[src/hdl/deq_pkg.sv]
// Shared constants, codes and controller command type for the deque unit.
`timescale 1ns / 1ps
`default_nettype none

package deq_pkg;

    localparam int DEPTH      = 128;
    localparam int DATA_WIDTH = 32;
    localparam int PTR_W      = $clog2(DEPTH);
    localparam int CNT_W      = $clog2(DEPTH + 1);
    localparam int SUM_W      = CNT_W + 1;
    localparam int OP_W       = 3;

    localparam logic [OP_W-1:0] OP_PUSH_FRONT = OP_W'(0);
    localparam logic [OP_W-1:0] OP_PUSH_BACK  = OP_W'(1);
    localparam logic [OP_W-1:0] OP_POP_FRONT  = OP_W'(2);
    localparam logic [OP_W-1:0] OP_POP_BACK   = OP_W'(3);
    localparam logic [OP_W-1:0] OP_QUERY      = OP_W'(4);

    typedef enum logic [1:0] {
        ST_DONE  = 2'd0,
        ST_FULL  = 2'd1,
        ST_EMPTY = 2'd2
    } status_t;

    typedef struct packed {
        logic capture;
        logic execute;
        logic read;
        logic load;
    } deq_cmd_t;

endpackage

`default_nettype wire

[src/hdl/deq_ctrl.sv]
// Deque controller: item sequencing state machine and output valid flag.
`timescale 1ns / 1ps
`default_nettype none

module deq_ctrl
(
    input  wire logic         clk,
    input  wire logic         rst_n,
    input  wire logic         in_valid,
    output logic              in_ready,
    output logic              out_valid,
    input  wire logic         out_ready,
    output deq_pkg::deq_cmd_t cmd
);

    typedef enum logic [3:0] {
        S_IDLE = 4'b0001,
        S_EXEC = 4'b0010,
        S_READ = 4'b0100,
        S_LOAD = 4'b1000
    } state_t;

    state_t state_reg, state_next;
    logic   out_valid_reg, out_valid_next;

    always_comb
    begin
        cmd            = '0;
        state_next     = state_reg;
        cmd.capture    = (state_reg == S_IDLE) && in_valid;
        cmd.load       = (state_reg == S_LOAD) && (!out_valid_reg || out_ready);
        case (state_reg)
            S_IDLE:
            begin
                if (in_valid)
                begin
                    state_next = S_EXEC;
                end
            end
            S_EXEC:
            begin
                cmd.execute = 1'b1;
                state_next  = S_READ;
            end
            S_READ:
            begin
                cmd.read   = 1'b1;
                state_next = S_LOAD;
            end
            S_LOAD:
            begin
                if (cmd.load)
                begin
                    state_next = S_IDLE;
                end
            end
            default:
            begin
                state_next = S_IDLE;
            end
        endcase

        if (cmd.load)
        begin
            out_valid_next = 1'b1;
        end
        else if (out_ready)
        begin
            out_valid_next = 1'b0;
        end
        else
        begin
            out_valid_next = out_valid_reg;
        end
    end

    always_ff @(posedge clk or negedge rst_n)
    begin
        if (!rst_n)
        begin
            state_reg     <= S_IDLE;
            out_valid_reg <= 1'b0;
        end
        else
        begin
            state_reg     <= state_next;
            out_valid_reg <= out_valid_next;
        end
    end

    assign in_ready  = (state_reg == S_IDLE);
    assign out_valid = out_valid_reg;

    a_accept_exec: assert property (@(posedge clk) disable iff (!rst_n)
        (in_valid && in_ready) |=> state_reg == S_EXEC)
        else $error("accepted item did not start execution");

    a_exec_read: assert property (@(posedge clk) disable iff (!rst_n)
        state_reg == S_EXEC |=> state_reg == S_READ && !in_ready)
        else $error("execute not followed by memory read");

    a_load_valid: assert property (@(posedge clk) disable iff (!rst_n)
        cmd.load |=> out_valid_reg && state_reg == S_IDLE)
        else $error("result load did not raise output valid");

endmodule

`default_nettype wire

[config.mk]
export PLATFORM = sky130hd
export DESIGN_NAME = deq_ctrl
export DESIGN_NICKNAME = d
export VERILOG_FILES = /design/src/hdl/deq_pkg.sv /design/src/hdl/deq_ctrl.sv
export SDC_FILE = /design/constraint.sdc
export NUM_CORES = 1
export LEC_CHECK = 0
export BUFFER_PORTS_ARGS = -buffer_cell sky130_fd_sc_hd__buf_2
export CORE_AREA = 2 2 39 41
export CTS_BUF_LIST = sky130_fd_sc_hd__clkbuf_4
export DETAILED_ROUTE_END_ITERATION = 16
export DIE_AREA = 0 0 41 43
export PLACE_DENSITY_LB_ADDON = 0.2
export SLEW_MARGIN = 20
export SYNTH_ARGS = -nofsm -noshare
export SYNTH_HDL_FRONTEND = slang
export SYNTH_SLANG_ARGS = --single-unit
[constraint.sdc]
create_clock -name clk -period 2.4 [get_ports clk]
set_clock_uncertainty 0.2 [all_clocks]
set_input_delay 0.12 -clock clk [delete_from_list [all_inputs] [get_ports clk]]
set_output_delay 0.12 -clock clk [all_outputs]
set_load 0.02 [all_outputs]
==> impl_metrics.tcl, run 1 <==
set metrics [dict create \
    netlist_area_um2 275 \
    grt_pass1_wl_um 1070 \
    die_y_um 43 \
    synth_nets 30 \
    maxCapViolations 0 \
    crit_type "reg -> out" \
    die_area_um2 1760 \
    dr.pass1.iters 2 \
    power.total_mw 0.392 \
    detailed_place_hpwl_um 441 \
    areaGrowthSynthToFinish_pct 40.0 \
    initial_core_util 0.199 \
    ys_seq_area_frac 0.459 \
    io_buffers 9 \
    grt_antenna_before_repair 0 \
    synthTopCellsByArea "dfrtp_1 36%, dfstp_2 9.5%, buf_4 5.5%, nor3b_1 5.5%, or4b_4 5.0%" \
    stdcell_count 56 \
    start_kind "register" \
    relSlewSlack 0.740 \
    coreArea_um2 1380 \
    grt_overflow_total 0 \
    gr-usage-all-layers 0.0969 \
    wl_met1_um 269 \
    ios 10 \
    wl_um 604 \
    hold_viol 0 \
    pwr_density_cell_nw_per_um2 1020 \
    grt_max_degree 9 \
    dr_wl_met3_um 38 \
    wire_per_inst_um 10.8 \
    endpoint_kind "primary output" \
    critPathArrivalTime_ns 1.52 \
    cts_tree "built" \
    synth_top_area_share 0.364 \
    synthCells 26 \
    rows 14 \
    tightestPinTransition_ns 0.384 \
    hold_class "in -> async" \
    clk_path_buf_depth 2 \
    num_antenna_cells 0 \
    cts.sinks 5 \
    clock_latency_ns 0.24 \
    route.met2.wl_um 290 \
    grt_pass1_vias 261 \
    ys_ff_latch 5 \
    dpl_worst_slack_ns 0.816 \
    rsz0062_at_grt "false" \
    ant_nets 0 \
    final_area_um2 385 \
    finalWeightedCongestion 0.709 \
    syn_avg_cell_area_um2 10.6 \
    path_clk_slew_ns 0.05 \
    dp_cells 49 \
    period_needed_ns 1.84 \
    cp_max_fo 8 \
    drv_slew 0 \
    vias 243 \
    synth_cell_types 19 \
    finalWorstSetupSlack_ns 0.559 \
    drt_iter0_drc 4 \
    drc 0 \
    utilization 0.278 \
    vdd_drop_max_uv 397 \
    setup_viol 0 \
    hold_ws_ns 0.0237 \
    fin_crit_sh 0.767 \
    dpl_cell_area_um2 325 \
    p_leak_nw 0.184 \
    cts-htree-levels 1 \
    cp.required_ns 2.08 \
    largest_register_ffs 4 \
    cts_resized 0 \
    die_w_um 41 \
    fin_tns_setup_ns 0 \
    nNetsFinal 45 \
    vias_per_cell 4.34 \
    cts_inserted_buffers 3 \
    drive_gt1_frac 0.375 \
    routed.top_layer "met4" \
    ys_warn_count 0 \
    max_freq_ghz 0.543 \
    synth_top_area_cell "dfrtp_1" \
    status "completed" \
    cts-root-buf "clkbuf_4" \
]
[routing by layer]
metal  track usage  up-vias
met4         0.100        0
met5             0        -
met1         0.121      112
met2         0.119        6
li1              -      123
met3        0.0314        2
[worst paths after layout]
path / from / end / slack, ns / depth (start not counted)
max in group asynchronous: rst_n / state_reg[0] / 1.76 / 2
min in group clk: out_valid / out_valid / 0.31 / 2
worst min-delay path: rst_n / state_reg[3] / 0.02 / 2
worst min register to register: out_valid / out_valid / 0.31 / 2
worst max-delay path: state_reg[2] / cmd[0] / 0.56 / 3
worst max register to register: state_reg[2] / state_reg[0] / 0.90 / 2
[cells in the mapped netlist]
cell type	count
dfrtp_1	4
and2_1	2
buf_4	2
nor2b_1	2
nor3b_1	2
a211oi_1	1
and3b_1	1
dfstp_2	1
nand2_1	1
nand2b_1	1
nand3b_1	1
nor2_1	1
nor3_1	1
nor4b_1	1
o21ai_0	1
o22a_1	1
o31ai_1	1
or2b_1	1
or4b_4	1
[kinds of logic after synthesis]
| group | count (synthesis) | share of synthesized area |
|---|---|---|
| and+or+nand+nor | 15 | 0.382 |
| DFF | 5 | 0.459 |
| AOI/OAI and AO/OA | 4 | 0.105 |
| buffers and inverters | 2 | 0.0545 |
[report_power, final]
group          total, mW  internal, mW  switching, mW
Clock              0.112        0.0743         0.0377
Combinational      0.134        0.0642         0.0694
Sequential         0.146         0.112         0.0346
Total              0.392         0.250          0.142
[worst max-delay path, cell delays in order (launching register included)]
cell and delay (ns):
dfrtp_1 0.44, or4b_4 0.57, nor2_1 0.10, buf_2 0.16
[final cells by class]
class / count / area [um2]
fillers: 157 / 998
flip-flops and latches: 5 / 126
multi-input cells: 19 / 134
well taps: 16 / 20.0
clock buffers: 4 / 30.0
repair buffers: 12 / 75.1
[timing repair]
item                      in CTS  in global routing
hold endpoints to repair       7                  0
setup buffers                  0                  0
hold buffers                   3                  0
[cell usage in the layout, fill, tap and decap left out, types with 2 or more instances in the layout]
| cell type | instances |
|---|---|
| buf_2 | 9 |
| clkbuf_4 | 4 |
| dfrtp_1 | 4 |
| dlygate4sd3_1 | 3 |
| nor2b_1 | 2 |
| nor3b_1 | 2 |
| and2_1 | 2 |
Note: power is estimated with default switching activity, not from simulation.
==> run 2, diff against run 1 <==
==> constraint.sdc (replaced) <==
create_clock -name clk -period 1.9 [get_ports clk]
set_clock_uncertainty 0.2 [all_clocks]
set_input_delay 0.095 -clock clk [delete_from_list [all_inputs] [get_ports clk]]
set_output_delay 0.095 -clock clk [all_outputs]
set_load 0.02 [all_outputs]
==> run 2 against run 1 <==
Cell count did not move; worst hold slack got worse by 0.0089 ns; total power rose by 27%; die area did not move; flip-flop and latch count did not move; core utilization rose by 0.45 points; clock-buffer cell count did not move; worst setup slack got worse by 0.46 ns; clock power rose by 19%; critical path depth did not move.
==> impl_metrics.tcl, run 2 (synthesis results as in run 1) <==
set metrics [dict create \
    vias 242 \
    ios 10 \
    endpoint_kind "primary output" \
    die_y_um 43 \
    die_area_um2 1760 \
    dpl_worst_slack_ns 0.347 \
    detailed_place_hpwl_um 432 \
    register_area_um2 126 \
    cts_resized 0 \
    rows 14 \
    areaGrowthSynthToFinish_pct 42.3 \
    final_cell_mix "9 x buf_2, 4 x clkbuf_4, 4 x dfrtp_1" \
    grt_pass1_wl_um 828 \
    crit_type "reg -> out" \
    path_clk_slew_ns 0.04 \
    stdcell_count 56 \
    maxCapViolations 0 \
    cts-root-buf "clkbuf_4" \
    status "completed" \
    pwr_density_cell_nw_per_um2 1270 \
    gr-usage-all-layers 0.0779 \
    cts_inserted_buffers 3 \
    setup_viol 0 \
    cts.sinks 5 \
    die_w_um 41 \
    grt_antenna_before_repair 0 \
    post_cts_buffers 0 \
    multi_input_area_um2 140 \
    grt_overflow_total 0 \
    clock_latency_ns 0.24 \
    cp_cell_sequence "or4b_4, nor2_1, buf_2" \
    wire_per_inst_um 9.38 \
    period_needed_ns 1.80 \
    relSlewSlack 0.813 \
    tightestPinTransition_ns 0.280 \
    hold_class "in -> async" \
    cts_tree "built" \
    hold_viol 0 \
    finalWeightedCongestion 0.747 \
    io_buffers 9 \
    cp.required_ns 1.60 \
    reg2reg_depth 2 \
    slowest_stage "or4b_4" \
    cp_num_buf_inv 1 \
    start_kind "register" \
    num-fill-cells 152 \
    drive_gt1_frac 0.400 \
    largest_register_ffs 4 \
    coreArea_um2 1380 \
    cp_num_cells 3 \
    clk_path_buf_depth 2 \
    final_common_cell "buf_2" \
    rsz0062_at_grt "false" \
    grt_pass1_vias 198 \
    vias_per_cell 4.32 \
    wl_um 525 \
    finalWorstSetupSlack_ns 0.0999 \
    nNetsFinal 45 \
    fin_crit_sh 0.947 \
    final_area_um2 392 \
    cp_max_fo 8 \
    drc 0 \
    drv_slew 0 \
    dpl_cell_area_um2 332 \
    drt_iter0_drc 1 \
    dr.pass1.iters 2 \
    cpLargestDelayFamily "simple AND/OR/NAND/NOR gates" \
    grt_max_degree 9 \
    critPathArrivalTime_ns 1.51 \
    hold_buffers 3 \
    initial_core_util 0.199 \
    p_leak_nw 0.187 \
    max_freq_ghz 0.556 \
    num_antenna_cells 0 \
    dp_cells 49 \
    max_stage_delay_ns 0.57 \
    ant_nets 0 \
    cts-htree-levels 1 \
    fin_tns_setup_ns 0 \
    vdd_drop_max_uv 437 \
]
-- run 2: final timing paths --
| check | slack, ns | from | end |
|---|---|---|---|
| setup / recovery | 0.1 | state_reg[2] | cmd[0] |
| hold / removal | 0.01 | rst_n | state_reg[2] |
| setup reg to reg | 0.40 | state_reg[2] | state_reg[0] |
| hold reg to reg | 0.31 | out_valid | out_valid |
| max in group asynchronous | 1.27 | rst_n | state_reg[0] |
| min in group clk | 0.31 | out_valid | out_valid |
-- run 2: per-stage QoR --
step	utilization	hold slack (ns)	total power [mW]
after floorplan	-	-0.401	0.309
after global placement	0.240	-0.281	0.362
after detailed placement	0.240	-0.285	0.365
after CTS	0.283	0.00638	0.510
after global routing	0.283	0.0309	0.530
final	0.283	0.0149	0.496
-- run 2: routing by layer --
metal / vias up / wire length (um) / part of all wire / track usage
met5: - / 0 / 0 / 0
met4: 0 / 0 / 0 / 0.0800
met3: 0 / 44 / 0.084 / 0.0471
met2: 5 / 269 / 0.51 / 0.0875
met1: 115 / 211 / 0.40 / 0.0924
li1: 122 / - / - / -
-- run 2: layout make-up --
cell class | count | share of cell area
tap | 16 | 0.0511
timing repair buffer | 12 | 0.192
clock buffer | 4 | 0.0767
multi-input combinational | 19 | 0.358
sequential | 5 | 0.323
-- run 2: power by group --
part           leakage (nW)  switching, mW  internal (mW)  total (mW)
sequential           0.0650         0.0450          0.141       0.186
clock                0.0184         0.0397         0.0934       0.133
combinational         0.103         0.0902         0.0867       0.177
